## src/sv/stok_pkg.sv

```systemverilog
// Shared types and constants for the script tokenizer stream core.
// No dependencies; imported by script_tokenizer_stream_core.
package stok_pkg;

    // Width of the integer accumulator; literals wrap modulo 2**VALUE_BITS (8..64)
    localparam int VALUE_BITS = 32;

    localparam int KIND_W  = 5;
    localparam int VALUE_W = 32;
    localparam int CHAR_W  = 8;

    // Token kinds
    localparam logic [KIND_W-1:0] KIND_IDENT   = 5'd0;
    localparam logic [KIND_W-1:0] KIND_STRING  = 5'd1;
    localparam logic [KIND_W-1:0] KIND_INT     = 5'd2;
    localparam logic [KIND_W-1:0] KIND_LPAREN  = 5'd3;
    localparam logic [KIND_W-1:0] KIND_RPAREN  = 5'd4;
    localparam logic [KIND_W-1:0] KIND_LBRACE  = 5'd5;
    localparam logic [KIND_W-1:0] KIND_RBRACE  = 5'd6;
    localparam logic [KIND_W-1:0] KIND_COMMA   = 5'd7;
    localparam logic [KIND_W-1:0] KIND_PLUS    = 5'd8;
    localparam logic [KIND_W-1:0] KIND_MINUS   = 5'd9;
    localparam logic [KIND_W-1:0] KIND_STAR    = 5'd10;
    localparam logic [KIND_W-1:0] KIND_SLASH   = 5'd11;
    localparam logic [KIND_W-1:0] KIND_PERCENT = 5'd12;
    localparam logic [KIND_W-1:0] KIND_LT      = 5'd13;
    localparam logic [KIND_W-1:0] KIND_GT      = 5'd15;
    localparam logic [KIND_W-1:0] KIND_ASSIGN  = 5'd17;
    localparam logic [KIND_W-1:0] KIND_NOT     = 5'd19;
    localparam logic [KIND_W-1:0] KIND_LBRACK  = 5'd21;
    localparam logic [KIND_W-1:0] KIND_RBRACK  = 5'd22;
    localparam logic [KIND_W-1:0] KIND_AND     = 5'd23;
    localparam logic [KIND_W-1:0] KIND_OR      = 5'd25;
    localparam logic [KIND_W-1:0] KIND_NONE    = 5'd0;

    // Characters with a meaning of their own
    localparam logic [CHAR_W-1:0] CH_NUL     = 8'h00;
    localparam logic [CHAR_W-1:0] CH_NL      = 8'h0A;
    localparam logic [CHAR_W-1:0] CH_QUOTE   = 8'h22;
    localparam logic [CHAR_W-1:0] CH_HASH    = 8'h23;
    localparam logic [CHAR_W-1:0] CH_AMP     = 8'h26;
    localparam logic [CHAR_W-1:0] CH_DASH    = 8'h2D;
    localparam logic [CHAR_W-1:0] CH_ZERO    = 8'h30;
    localparam logic [CHAR_W-1:0] CH_NINE    = 8'h39;
    localparam logic [CHAR_W-1:0] CH_EQ      = 8'h3D;
    localparam logic [CHAR_W-1:0] CH_UPPER_A = 8'h41;
    localparam logic [CHAR_W-1:0] CH_UPPER_X = 8'h58;
    localparam logic [CHAR_W-1:0] CH_LOWER_A = 8'h61;
    localparam logic [CHAR_W-1:0] CH_LOWER_F = 8'h66;
    localparam logic [CHAR_W-1:0] CH_LOWER_X = 8'h78;
    localparam logic [CHAR_W-1:0] CH_LOWER_Z = 8'h7A;
    localparam logic [CHAR_W-1:0] CH_BAR     = 8'h7C;
    localparam logic [CHAR_W-1:0] CASE_BIT   = 8'h20;

    // One result word
    typedef struct packed {
        logic [KIND_W-1:0]  kind;
        logic [VALUE_W-1:0] value;
        logic [CHAR_W-1:0]  ch;
        logic               char_valid;
        logic               text_end;
        logic               last;
    } res_t;

    // Single-character operator kinds; KIND_NONE for anything else
    function automatic logic [KIND_W-1:0] op_kind(input logic [CHAR_W-1:0] b);
        logic [KIND_W-1:0] k;
        case (b)
            8'h28:   k = KIND_LPAREN;
            8'h29:   k = KIND_RPAREN;
            8'h7B:   k = KIND_LBRACE;
            8'h7D:   k = KIND_RBRACE;
            8'h2C:   k = KIND_COMMA;
            8'h2B:   k = KIND_PLUS;
            8'h2D:   k = KIND_MINUS;
            8'h2A:   k = KIND_STAR;
            8'h2F:   k = KIND_SLASH;
            8'h25:   k = KIND_PERCENT;
            8'h3C:   k = KIND_LT;
            8'h3E:   k = KIND_GT;
            8'h3D:   k = KIND_ASSIGN;
            8'h21:   k = KIND_NOT;
            8'h5B:   k = KIND_LBRACK;
            8'h5D:   k = KIND_RBRACK;
            default: k = KIND_NONE;
        endcase
        return k;
    endfunction

endpackage

```

## src/sv/script_tokenizer_stream_core.sv

```systemverilog
// Streaming script tokenizer: one text byte in, up to two token words out.
// Depends on stok_pkg (kinds, characters, result word type).
// Latency: a token word is offered on m_ the cycle after the byte that completes it,
// once the words queued ahead of it have gone.
// Throughput: one byte per cycle while the four-word result queue has room for two;
// the input stalls when words pile up, from two-word bytes or from m_tready low.
// Reset: aresetn (synchronous, active low) returns the lexer to idle and empties
// the queue; a zero byte clears the lexer to idle after flushing any pending token.
module script_tokenizer_stream_core
    import stok_pkg::*;
(
    input  logic        aclk,
    input  logic        aresetn,
    input  logic        s_tvalid,
    output logic        s_tready,
    input  logic [7:0]  s_tdata,   // [7:0] text_byte
    output logic        m_tvalid,
    input  logic        m_tready,
    output logic [39:0] m_tdata,   // [31:0] int_value, [39:32] text_char
    output logic [6:0]  m_tuser,   // [4:0] token_kind, [5] char_valid, [6] text_end
    output logic        m_tlast    // run_last
);

    typedef enum logic [3:0] {
        MODE_IDLE    = 4'd0,
        MODE_IDENT   = 4'd1,
        MODE_STRING  = 4'd2,
        MODE_COMMENT = 4'd3,
        MODE_MINUS   = 4'd4,
        MODE_ZERO    = 4'd5,
        MODE_DEC     = 4'd6,
        MODE_HEX     = 4'd7,
        MODE_OP      = 4'd8
    } mode_t;

    localparam int QDEPTH = 4;
    localparam int QPTR_W = $clog2(QDEPTH);
    localparam int QCNT_W = $clog2(QDEPTH + 1);

    mode_t                  mode_reg, mode_next;
    logic [CHAR_W-1:0]      held_char_reg, held_char_next;
    logic                   held_valid_reg, held_valid_next;
    logic [VALUE_BITS-1:0]  accum_reg, accum_next;
    logic                   neg_reg, neg_next;
    logic [KIND_W-1:0]      pend_reg, pend_next;

    res_t                   queue_reg [QDEPTH];
    logic [QPTR_W-1:0]      wr_ptr_reg, rd_ptr_reg;
    logic [QCNT_W-1:0]      count_reg, count_next;

    logic [CHAR_W-1:0]      b;
    logic                   accept, pop;
    logic                   do_top;
    logic                   e0_valid, e1_valid;
    res_t                   e0, e1;
    logic [KIND_W-1:0]      op_k;
    logic                   is_letter, is_var, is_digit, is_hex;
    logic [CHAR_W-1:0]      b_fold;
    logic [4:0]             hex_nib;
    logic [VALUE_BITS-1:0]  num_signed;
    logic [63:0]            num_wide;
    logic [VALUE_W-1:0]     num_value;
    logic [QCNT_W-1:0]      push_cnt;

    assign b      = s_tdata;
    assign accept = s_tvalid && s_tready;
    assign pop    = m_tvalid && m_tready;

    // Classification, quirks included: case folding by OR with 0x20
    assign b_fold    = b | CASE_BIT;
    assign is_letter = (b_fold >= CH_LOWER_A) && (b_fold <= CH_LOWER_Z);
    assign is_var    = is_letter || ((b_fold >= CH_ZERO) && (b_fold <= CH_NINE));
    assign is_digit  = (b >= CH_ZERO) && (b <= CH_NINE);
    assign is_hex    = ((b_fold >= CH_ZERO) && (b_fold <= CH_NINE)) ||
                       ((b_fold >= CH_LOWER_A) && (b_fold <= CH_LOWER_F));
    assign hex_nib   = {1'b0, b[3:0]} + ((b >= CH_UPPER_A) ? 5'd9 : 5'd0);
    assign op_k      = op_kind(b);

    // Finished literal: apply sign, then sign-extend/truncate to the 32-bit field
    assign num_signed = neg_reg ? (VALUE_BITS'(0) - accum_reg) : accum_reg;
    assign num_wide   = 64'(signed'(num_signed));
    assign num_value  = num_wide[VALUE_W-1:0];

    always_comb begin
        mode_next       = mode_reg;
        held_char_next  = held_char_reg;
        held_valid_next = held_valid_reg;
        accum_next      = accum_reg;
        neg_next        = neg_reg;
        pend_next       = pend_reg;
        do_top          = 1'b0;
        e0_valid        = 1'b0;
        e1_valid        = 1'b0;
        e0              = '0;
        e1              = '0;

        case (mode_reg)
            MODE_IDENT: begin
                e0_valid = 1'b1;
                e0.kind  = KIND_IDENT;
                e0.ch    = held_char_reg;
                e0.char_valid = 1'b1;
                if (is_var) begin
                    held_char_next = b;
                end else begin
                    e0.text_end     = 1'b1;
                    held_valid_next = 1'b0;
                    do_top          = 1'b1;
                end
            end
            MODE_STRING: begin
                if (b == CH_QUOTE || b == CH_NUL) begin
                    e0_valid      = 1'b1;
                    e0.kind       = KIND_STRING;
                    e0.ch         = held_valid_reg ? held_char_reg : '0;
                    e0.char_valid = held_valid_reg;
                    e0.text_end   = 1'b1;
                    held_valid_next = 1'b0;
                    mode_next       = MODE_IDLE;
                    if (b == CH_NUL) begin
                        held_char_next = '0;
                        accum_next     = '0;
                        neg_next       = 1'b0;
                        pend_next      = KIND_NONE;
                    end
                end else begin
                    // hold this character back, release the previous one
                    e0_valid      = held_valid_reg;
                    e0.kind       = KIND_STRING;
                    e0.ch         = held_char_reg;
                    e0.char_valid = 1'b1;
                    held_char_next  = b;
                    held_valid_next = 1'b1;
                end
            end
            MODE_COMMENT: begin
                if (b == CH_NL) begin
                    mode_next = MODE_IDLE;
                end else if (b == CH_NUL) begin
                    mode_next       = MODE_IDLE;
                    held_char_next  = '0;
                    held_valid_next = 1'b0;
                    accum_next      = '0;
                    neg_next        = 1'b0;
                    pend_next       = KIND_NONE;
                end
            end
            MODE_MINUS: begin
                if (is_digit) begin
                    neg_next   = 1'b1;
                    accum_next = VALUE_BITS'(b[3:0]);
                    mode_next  = (b == CH_ZERO) ? MODE_ZERO : MODE_DEC;
                end else begin
                    e0_valid = 1'b1;
                    e0.kind  = KIND_MINUS;
                    do_top   = 1'b1;
                end
            end
            MODE_ZERO, MODE_DEC: begin
                if (mode_reg == MODE_ZERO && (b == CH_LOWER_X || b == CH_UPPER_X)) begin
                    mode_next = MODE_HEX;
                end else if (is_digit) begin
                    mode_next  = MODE_DEC;
                    accum_next = (accum_reg << 3) + (accum_reg << 1) + VALUE_BITS'(b[3:0]);
                end else begin
                    e0_valid   = 1'b1;
                    e0.kind    = KIND_INT;
                    e0.value   = num_value;
                    accum_next = '0;
                    neg_next   = 1'b0;
                    do_top     = 1'b1;
                end
            end
            MODE_HEX: begin
                if (is_hex) begin
                    accum_next = (accum_reg << 4) + VALUE_BITS'(hex_nib);
                end else begin
                    e0_valid   = 1'b1;
                    e0.kind    = KIND_INT;
                    e0.value   = num_value;
                    accum_next = '0;
                    neg_next   = 1'b0;
                    do_top     = 1'b1;
                end
            end
            MODE_OP: begin
                e0_valid  = 1'b1;
                pend_next = KIND_NONE;
                if ((b == CH_EQ && (pend_reg == KIND_LT || pend_reg == KIND_GT ||
                                    pend_reg == KIND_ASSIGN || pend_reg == KIND_NOT)) ||
                    (b == CH_AMP && pend_reg == KIND_AND) ||
                    (b == CH_BAR && pend_reg == KIND_OR)) begin
                    e0.kind   = pend_reg + KIND_W'(1);
                    mode_next = MODE_IDLE;
                end else begin
                    e0.kind = pend_reg;
                    do_top  = 1'b1;
                end
            end
            default: begin
                do_top = 1'b1;
            end
        endcase

        // Start of a new token, from idle or from the byte that ended the last token
        if (do_top) begin
            mode_next = MODE_IDLE;
            if (b == CH_NUL) begin
                held_char_next  = '0;
                held_valid_next = 1'b0;
                accum_next      = '0;
                neg_next        = 1'b0;
                pend_next       = KIND_NONE;
            end else if (is_letter) begin
                mode_next       = MODE_IDENT;
                held_char_next  = b;
                held_valid_next = 1'b1;
            end else if (is_digit) begin
                neg_next   = 1'b0;
                accum_next = VALUE_BITS'(b[3:0]);
                mode_next  = (b == CH_ZERO) ? MODE_ZERO : MODE_DEC;
            end else if (b == CH_DASH) begin
                mode_next = MODE_MINUS;
            end else if (b == CH_QUOTE) begin
                mode_next       = MODE_STRING;
                held_valid_next = 1'b0;
            end else if (b == CH_HASH) begin
                mode_next = MODE_COMMENT;
            end else if (b == CH_AMP) begin
                mode_next = MODE_OP;
                pend_next = KIND_AND;
            end else if (b == CH_BAR) begin
                mode_next = MODE_OP;
                pend_next = KIND_OR;
            end else if (op_k == KIND_LT || op_k == KIND_GT ||
                         op_k == KIND_ASSIGN || op_k == KIND_NOT) begin
                mode_next = MODE_OP;
                pend_next = op_k;
            end else if (op_k != KIND_NONE) begin
                if (e0_valid) begin
                    e1_valid = 1'b1;
                    e1.kind  = op_k;
                end else begin
                    e0_valid = 1'b1;
                    e0.kind  = op_k;
                end
            end
        end

        // Mark the last word of this byte
        if (e1_valid) begin
            e1.last = 1'b1;
        end else begin
            e0.last = 1'b1;
        end
    end

    always_ff @(posedge aclk) begin
        if (!aresetn) begin
            mode_reg       <= MODE_IDLE;
            held_char_reg  <= '0;
            held_valid_reg <= 1'b0;
            accum_reg      <= '0;
            neg_reg        <= 1'b0;
            pend_reg       <= KIND_NONE;
        end else if (accept) begin
            mode_reg       <= mode_next;
            held_char_reg  <= held_char_next;
            held_valid_reg <= held_valid_next;
            accum_reg      <= accum_next;
            neg_reg        <= neg_next;
            pend_reg       <= pend_next;
        end
    end

    // Result queue: up to two words pushed, one popped per cycle while m_tready is high
    assign push_cnt   = accept ? (QCNT_W'(e0_valid) + QCNT_W'(e1_valid)) : '0;
    assign count_next = count_reg + push_cnt - QCNT_W'(pop);
    assign s_tready   = (count_reg <= QCNT_W'(QDEPTH - 2));

    always_ff @(posedge aclk) begin
        if (!aresetn) begin
            wr_ptr_reg <= '0;
            rd_ptr_reg <= '0;
            count_reg  <= '0;
        end else begin
            wr_ptr_reg <= wr_ptr_reg + push_cnt[QPTR_W-1:0];
            rd_ptr_reg <= rd_ptr_reg + QPTR_W'(pop);
            count_reg  <= count_next;
        end
    end

    always_ff @(posedge aclk) begin
        if (accept && e0_valid) begin
            queue_reg[wr_ptr_reg] <= e0;
        end
        if (accept && e1_valid) begin
            queue_reg[wr_ptr_reg + QPTR_W'(1)] <= e1;
        end
    end

    assign m_tvalid = (count_reg != '0);
    assign m_tdata  = {queue_reg[rd_ptr_reg].ch, queue_reg[rd_ptr_reg].value};
    assign m_tuser  = {queue_reg[rd_ptr_reg].text_end, queue_reg[rd_ptr_reg].char_valid,
                       queue_reg[rd_ptr_reg].kind};
    assign m_tlast  = queue_reg[rd_ptr_reg].last;

    // Queue never overfills
    assert property (@(posedge aclk) disable iff (!aresetn)
        count_reg <= QCNT_W'(QDEPTH))
        else $error("result queue overflow");

    // An end-of-text byte leaves the lexer fully cleared
    assert property (@(posedge aclk) disable iff (!aresetn)
        (accept && b == CH_NUL) |=>
            (mode_reg == MODE_IDLE && !held_valid_reg && accum_reg == '0 &&
             !neg_reg && pend_reg == KIND_NONE))
        else $error("state not cleared after end of text");

    // A held character exists only inside an identifier or a string
    assert property (@(posedge aclk) disable iff (!aresetn)
        held_valid_reg |-> (mode_reg == MODE_IDENT || mode_reg == MODE_STRING))
        else $error("held character outside ident or string");

    // Identifier mode always carries its held character
    assert property (@(posedge aclk) disable iff (!aresetn)
        (mode_reg == MODE_IDENT) |-> held_valid_reg)
        else $error("identifier without held character");

    // A pending operator exists only in operator mode
    assert property (@(posedge aclk) disable iff (!aresetn)
        (pend_reg != KIND_NONE) |-> (mode_reg == MODE_OP))
        else $error("pending operator outside operator mode");

endmodule
```

## config.mk

```make
export PLATFORM = sky130hd
export DESIGN_NAME = script_tokenizer_stream_core
export DESIGN_NICKNAME = d
export VERILOG_FILES = /design/src/sv/stok_pkg.sv /design/src/sv/script_tokenizer_stream_core.sv
export SDC_FILE = /design/constraint.sdc
export NUM_CORES = 1
export LEC_CHECK = 0
export ABC_AREA = 1
export BUFFER_PORTS_ARGS = -buffer_cell sky130_fd_sc_hd__buf_2
export CAP_MARGIN = 10
export CORE_UTILIZATION = 45
export DETAILED_ROUTE_END_ITERATION = 6
export PLACE_DENSITY = 0.67
export SETUP_SLACK_MARGIN = 0.5
export SYNTH_ARGS = -nofsm -noshare
export SYNTH_HDL_FRONTEND = slang
export SYNTH_SLANG_ARGS = --single-unit
```

## constraint.sdc

```tcl
create_clock -name aclk -period 10.4 [get_ports aclk]
set_clock_uncertainty 0.15 [all_clocks]
set_input_delay 2.08 -clock aclk [delete_from_list [all_inputs] [get_ports aclk]]
set_output_delay 2.08 -clock aclk [all_outputs]
set_load 0.01 [all_outputs]
```

==> results of run 1 <==
==> through the flow <==
stage / worst slack (ps) / instances / power, uW / hold WS, ps
6_report: 4630 / 3346 / 3280 / 312
5_1_grt: 4350 / 3346 / 3450 / 327
4_1_cts: 4670 / 3346 / 3280 / 313
3_5_place_dp: 4070 / 3300 / 2270 / 304
3_3_place_gp: 4150 / 3300 / 2270 / 300
2_1_floorplan: 5140 / 2850 / 1920 / 290
==> critical path, delay by kind of cell <==
| kind | cells | cell delay, ps |
|---|---|---|
| adders and majority gates | 4 | 1100 |
| xor gates and xnor gates | 1 | 170 |
| buffers and inverters | 7 | 880 |
| and+or+nand+nor | 12 | 1840 |
==> cell usage after synthesis, drive strengths merged, types with 8 or more instances <==
master  instances  area (um2)
o211ai          8        60.1
nor2          337        1420
clkbuf         86         323
nand3         348        1820
nand4          59         394
dfxtp         226        4520
a21oi         102         510
edfxtp         24         721
buf            60         417
inv           220         826
nor3           49         250
xnor2           8        70.1
o21ai         172         861
ha             72         901
nand2         950        3620
a31oi          10        62.6
or2             8        50.1
o22ai          50         313
xor2           17         149
==> where the power goes <==
part	total (uW)	internal (uW)	leakage, uW	switching (uW)
clock network	1010	586	0.000455	422
registers	1080	1030	0.00204	44.9
logic	1200	328	0.00675	870
total	3280	1950	0.00925	1340
==> cell usage in the layout, fill, tap and decap left out, types with 10 or more instances in the layout <==
cell,count
dfxtp_1,225
a31oi_1,10
nand3_1,337
inv_1,196
o22ai_1,50
clkbuf_16,29
buf_2,61
nor2_1,313
ha_1,72
a21oi_1,102
o21ai_0,168
nor3_1,48
buf_4,17
nand2_1,938
nand4_1,55
xor2_1,17
inv_2,24
edfxtp_1,24
nor2_2,13
==> worst paths after layout <==
kind	startpoint	to	slack (ps)
worst min-delay path	queue_reg[1][6]	queue_reg[1][6]	310
worst max-delay path	s_tdata[2]	count_reg[2]	4630
worst min register to register	queue_reg[1][6]	queue_reg[1][6]	310
worst max register to register	mode_reg[0]	count_reg[2]	5870
==> layout make-up <==
type,count,area share (%)
clock inverter,11,0.642
sequential,250,27.7
multi-input combinational,2230,57.3
timing repair buffer,78,2.29
tap,518,3.43
inverter,224,4.45
clock buffer,35,4.19
==> per-layer routing <==
layer,GRT usage (%),share of wire (%),wire length (um)
met5,0,0,0
met2,47.8,45,27000
met3,3.93,8.0,4800
met4,8.00,2.0,1230
met1,42.4,45,27400
==> cells by family (layout without fill, tap and decap cells) <==
family                   count (synthesis)  count (layout)  synth area share, %
adder cells (fa/ha/maj)                 75              75                 5.44
flip-flops                             250             250                 29.7
AO/OA/AOI/OAI                          367             367                 11.4
AND/OR/NAND/NOR                       1763            1763                 43.3
XOR/XNOR                                25              25                 1.24
buffers and inverters                  370             348                 8.95
==> out/qor.csv, run 1 <==
stage;metric;value;unit
run_status;status;finished, final reports clean;
critical_path;kind of critical path;in -> reg;
detailed_routing;ANT nets after route;0;
placed_design;Buffers on Ports;61;
finish;share of layout cells above drive strength 1;7.36;%
global_routing;total gr overflow;0;
logic_synthesis;number of flops mapped to enable cells by yosys;24;
logic_synthesis;sequential-to-total area share from yosys stat;29.7;%
placed_design;Placement Cell Area;18000;um2
detailed_routing;drt first pass iters;6;
power;Pwr per Cell Area;174;nW/um2
sta;worst-margin pin slew;1030;ps
die;starting density of the core;45.7;%
detailed_routing;via/cell ratio;5.66;
power;LEAKAGE;0.00925;uW
global_routing;Total Routing Usage GR;30.0;%
die;CORE AREA;38600;um2
sta;RSZ-0062 raised after global routing;false;
finish;Core Util, Final;48.9;%
placed_design;dpl hpwl;41.7;mm
sta;final setup fails;0;
clock_network;Worst-Skew Late Latency;580;ps
min_path;hold depth;2;
logic_synthesis;yosys warns;0;
clock_network;CTS max path bufs;3;
sta;Final Hold Fails;0;
logic_synthesis;FF+latch count, synth;250;
die;std cell rows;72;
logic_synthesis;Synth Area per Inst;6.19;um2
global_routing;global-route wire length before repair;95.1;mm
critical_path;Reg2Reg Depth;22;
logic_synthesis;most common flop cell mapped by yosys;dfxtp_1;
finish;multi-input logic area;10800;um2
clock_network;CTS sink count;250;
sta;Slew HR;31.4;%
critical_path;critical-path maximum fanout;25;
detailed_routing;Via Count;18943;
die;Top-Level Pins;62;
job;max_cap viols;0;
min_path;Worst Hold Class;reg -> reg;
finish;Largest register FFs;192;
critical_path;Crit-path slowest cell;fa_1;
critical_path;CP required;10720;ps
clock_network;post-CTS resize count;0;
logic_synthesis;post-synth cell types;48;
critical_path;Critical Path Source Type;input pin;
clock_network;CTS H-tree depth;1;
clock_network;clock-pin slew on the worst setup and hold paths;60;ps
finish;register area;5250;um2
clock_network;CTS tree;yes;
detailed_routing;WL per Instance;18.1;um
finish;diode count;0;
sta;f_max;173;MHz
finish;Design Area, Final;18900;um2
die;die area;40000;um2
power;worst vdd ir;0.116;mV
sta;crit share post-route;55.5;%
die;die height;200;um
sta;setup TNS;0;ps
detailed_routing;Residual DRC;0;
clock_network;clk root buf;clkbuf_16;
critical_path;crit-path max cell delay;370;ps
clock_network;postcts setup bufs;0;
global_routing;vias in the first global route;17321;
finish;fillers;4036;
critical_path;CP Capture Type;flip-flop;
logic_synthesis;Post-Synthesis Cell Area;17600;um2
global_routing;largest net degree at the start of global routing;98;
detailed_routing;final wirelength;60.4;mm
critical_path;Cell Chain, Critical Path;buf_2, inv_2, nand2_2, nor2_4, nand3_4, nand2_4, inv_2, nand2_2, nand2_4, nor2_4, nand3_4, inv_2, nand2_4, and2_1, ha_1, nand2_1, ha_1, inv_1, ha_1, inv_1, fa_1, xor2_1, inv_1, nor2_1;
placed_design;gpl congestion;0.964;
finish;area grow syn2layout;7.13;%
finish;Final #Nets;2898;
die;die span in x;200;um
detailed_routing;First DRT Iteration DRCs;1846;
sta;Period minus WS final;5770;ps
global_routing;antenna violations before repair;1;
logic_synthesis;async set or reset register ratio after synthesis;0;%
clock_network;number of CTS-inserted buffers;27;
clock_network;cts hold-fix bufs;0;
logic_synthesis;syn_nets;2937;
critical_path;Crit path arrival time;6090;ps
sta;Final Max Slew Viols;0;
logic_synthesis;cell count after synthesis;2850;
No activity file was read; power rests on OpenSTA's default activity.
==> run 2, diff against run 1 <==
--- a/config.mk
+++ b/config.mk
@@ -10,7 +10,7 @@
 export CAP_MARGIN = 10
 export CORE_UTILIZATION = 45
 export DETAILED_ROUTE_END_ITERATION = 6
-export PLACE_DENSITY = 0.67
+export PLACE_DENSITY = 0.69
 export SETUP_SLACK_MARGIN = 0.5
 export SYNTH_ARGS = -nofsm -noshare
 export SYNTH_HDL_FRONTEND = slang
==> constraint.sdc (replaced) <==
create_clock -name aclk -period 4.9 [get_ports aclk]
set_clock_uncertainty 0.15 [all_clocks]
set_input_delay 0.98 -clock aclk [delete_from_list [all_inputs] [get_ports aclk]]
set_output_delay 0.98 -clock aclk [all_outputs]
set_load 0.01 [all_outputs]
==> run 2 against run 1 <==
  * The run now ends with design-rule violations left
  * Critical endpoint unchanged
  * Largest cell class unchanged
  * Global-route usage up 0.34 points
  * Cell area grew 0.82%
  * Register-to-register slack worse by 4900 ps
  * Sequential power rose by 110%
  * Critical path type unchanged
  * Flip-flop and latch count is the same
  * Highest routed layer unchanged
  * Clock power rose by 110%
==> out/qor.csv, run 2 (synthesized netlist as in run 1, its figures left out) <==
stage;metric;value;unit;change
finish;most frequent cells in the layout;937 x nand2_1, 337 x nand3_1, 314 x nor2_1;;
clock_network;Worst-Skew Late Latency;560;ps;-20 ps
finish;fillers;3984;;-1.3%
sta;worst-margin pin slew;988;ps;-41.1 ps
sta;RSZ-0062 raised after global routing;false;;
clock_network;number of CTS-inserted buffers;27;;unchanged
run_status;failing checks;design-rule violations;;
critical_path;Crit path arrival time;4390;ps;-1700 ps
critical_path;Cell Chain, Critical Path;buf_2, nand2_1, nor2_2, nand3_1, nand3_2, nand3_2, nor2_4, o21ai_1, nand2_1, nand2_4, and2_1, ha_1, nand2_1, ha_1, inv_1, ha_1, inv_1, fa_1, xor2_1, inv_1, nor2_1;;
power;Pwr per Cell Area;370;nW/um2;+110%
sta;Slew HR;32.4;%;+1.0 points
detailed_routing;drt first pass iters;7;;+1
global_routing;Total Routing Usage GR;30.4;%;+0.34 points
clock_network;CTS sink count;250;;unchanged
sta;Final Max Slew Viols;0;;unchanged
die;die area;40000;um2;unchanged
global_routing;total gr overflow;0;;unchanged
die;die span in x;200;um;unchanged
finish;area grow syn2layout;8.01;%;
clock_network;CTS tree;yes;;
detailed_routing;Via Count;19005;;+0.33%
detailed_routing;WL per Instance;18.2;um;+0.75%
sta;final setup fails;0;;unchanged
run_status;status;finished with violations;;
critical_path;CP bufs+invs;4;;-3
sta;Period minus WS final;4110;ps;
finish;share of layout cells above drive strength 1;7.81;%;+0.45 points
placed_design;gpl congestion;0.984;;+2.1%
detailed_routing;final wirelength;61.2;mm;+1.2%
die;die height;200;um;unchanged
sta;setup TNS;0;ps;unchanged
finish;commonest non-fill, non-tap cell in the layout;nand2_1;;
critical_path;CP required;5180;ps;-5540 ps
clock_network;CTS max path bufs;3;;unchanged
critical_path;CP Capture Type;flip-flop;;
critical_path;critical-path maximum fanout;10;;-60%
global_routing;largest net degree at the start of global routing;98;;unchanged
critical_path;kind of critical path;in -> reg;;
die;CORE AREA;38600;um2;unchanged
detailed_routing;ANT nets after route;0;;unchanged
die;std cell rows;72;;unchanged
detailed_routing;Residual DRC;6;;+6
placed_design;pre-CTS worst setup slack;237;ps;-3840 ps
detailed_routing;via/cell ratio;5.65;;-0.15%
clock_network;clk root buf;clkbuf_16;;
job;max_cap viols;0;;unchanged
critical_path;crit-path max cell delay;370;ps;about the same
finish;Largest register FFs;192;;unchanged
sta;final worst slack;793;ps;-3840 ps
finish;Final #Nets;2913;;+0.52%
placed_design;Buffers on Ports;61;;unchanged
power;LEAKAGE;0.00934;uW;+1.0%
placed_design;dpl hpwl;43.5;mm;+4.2%
critical_path;Critical Path Source Type;input pin;;
die;starting density of the core;45.7;%;unchanged
detailed_routing;First DRT Iteration DRCs;1862;;+0.87%
critical_path;delay-heaviest family, CP;simple AND/OR/NAND/NOR gates;;
global_routing;vias in the first global route;17269;;-0.30%
global_routing;antenna violations before repair;0;;-1
clock_network;clock-pin slew on the worst setup and hold paths;60;ps;about the same
sta;Final Hold Fails;0;;unchanged
clock_network;postcts setup bufs;0;;unchanged
min_path;Worst Hold Class;reg -> reg;;
power;worst vdd ir;0.263;mV;+130%
clock_network;CTS H-tree depth;1;;unchanged
critical_path;Crit-path slowest cell;fa_1;;
global_routing;global-route wire length before repair;95.6;mm;+0.57%
sta;f_max;243;MHz;
finish;diode count;0;;unchanged
die;Top-Level Pins;62;;unchanged
sta;crit share post-route;83.8;%;
==> run 2: what timing repair did <==
item                                   CTS  global route
hold buffers                             0             0
setup endpoints to repair                0             1
gates resized for setup                  0             1
endpoints found under the hold margin    0             0
==> run 2: final timing paths <==
check,from,to,slack (ps),cells after the start
worst min register to register,queue_reg[2][42],queue_reg[2][42],310,2
worst max register to register,mode_reg[2],count_reg[2],1020,22
worst max-delay path,s_tdata[4],count_reg[2],790,21
worst min-delay path,queue_reg[2][42],queue_reg[2][42],310,2
==> run 2: metal layers <==
| metal | share of wire (%) | vias up | GRT usage (%) |
|---|---|---|---|
| met5 | 0 | - | 0 |
| met4 | 1.6 | 0 | 7.29 |
| met3 | 8.2 | 82 | 3.88 |
| met2 | 45 | 788 | 48.4 |
| met1 | 46 | 8843 | 43.2 |
| li1 | - | 9292 | - |
==> run 2: area by class of cell <==
class	count	area (um2)	share of cell area (%)
Multi-Input combinational cell	2230	10800	56.8
Sequential cell	250	5250	27.5
Inverter	224	841	4.41
Clock buffer	36	781	4.10
Tap cell	518	648	3.40
Timing Repair Buffer	93	583	3.06
Clock inverter	11	138	0.722
==> run 2: stage by stage <==
stage	total power [uW]	hold WS [ps]	area (um2)	std cells	utilization, %
CTS	7030	313	19100	3362	49.3
finish	7060	311	19100	3362	49.3
floorplan	4080	290	17600	2850	-
global placement	4900	300	18100	3315	46.9
global route	7420	329	19100	3362	49.3
detailed placement	4910	304	18100	3315	46.9
==> run 2: worst register-to-register path, delay by kind of cell (launching register included) <==
kind | cells | cell delay (ps)
AO/OA/AOI/OAI | 1 | 100
XOR/XNOR | 1 | 170
adder cells (fa/ha/maj) | 4 | 1120
buffers and inverters | 4 | 210
flip-flops | 1 | 410
AND/OR/NAND/NOR | 12 | 1620
==> run 2: report_power, final <==
group / internal [uW] / switching, uW
clock network: 1270 / 863
logic: 749 / 1890
registers: 2190 / 95.8
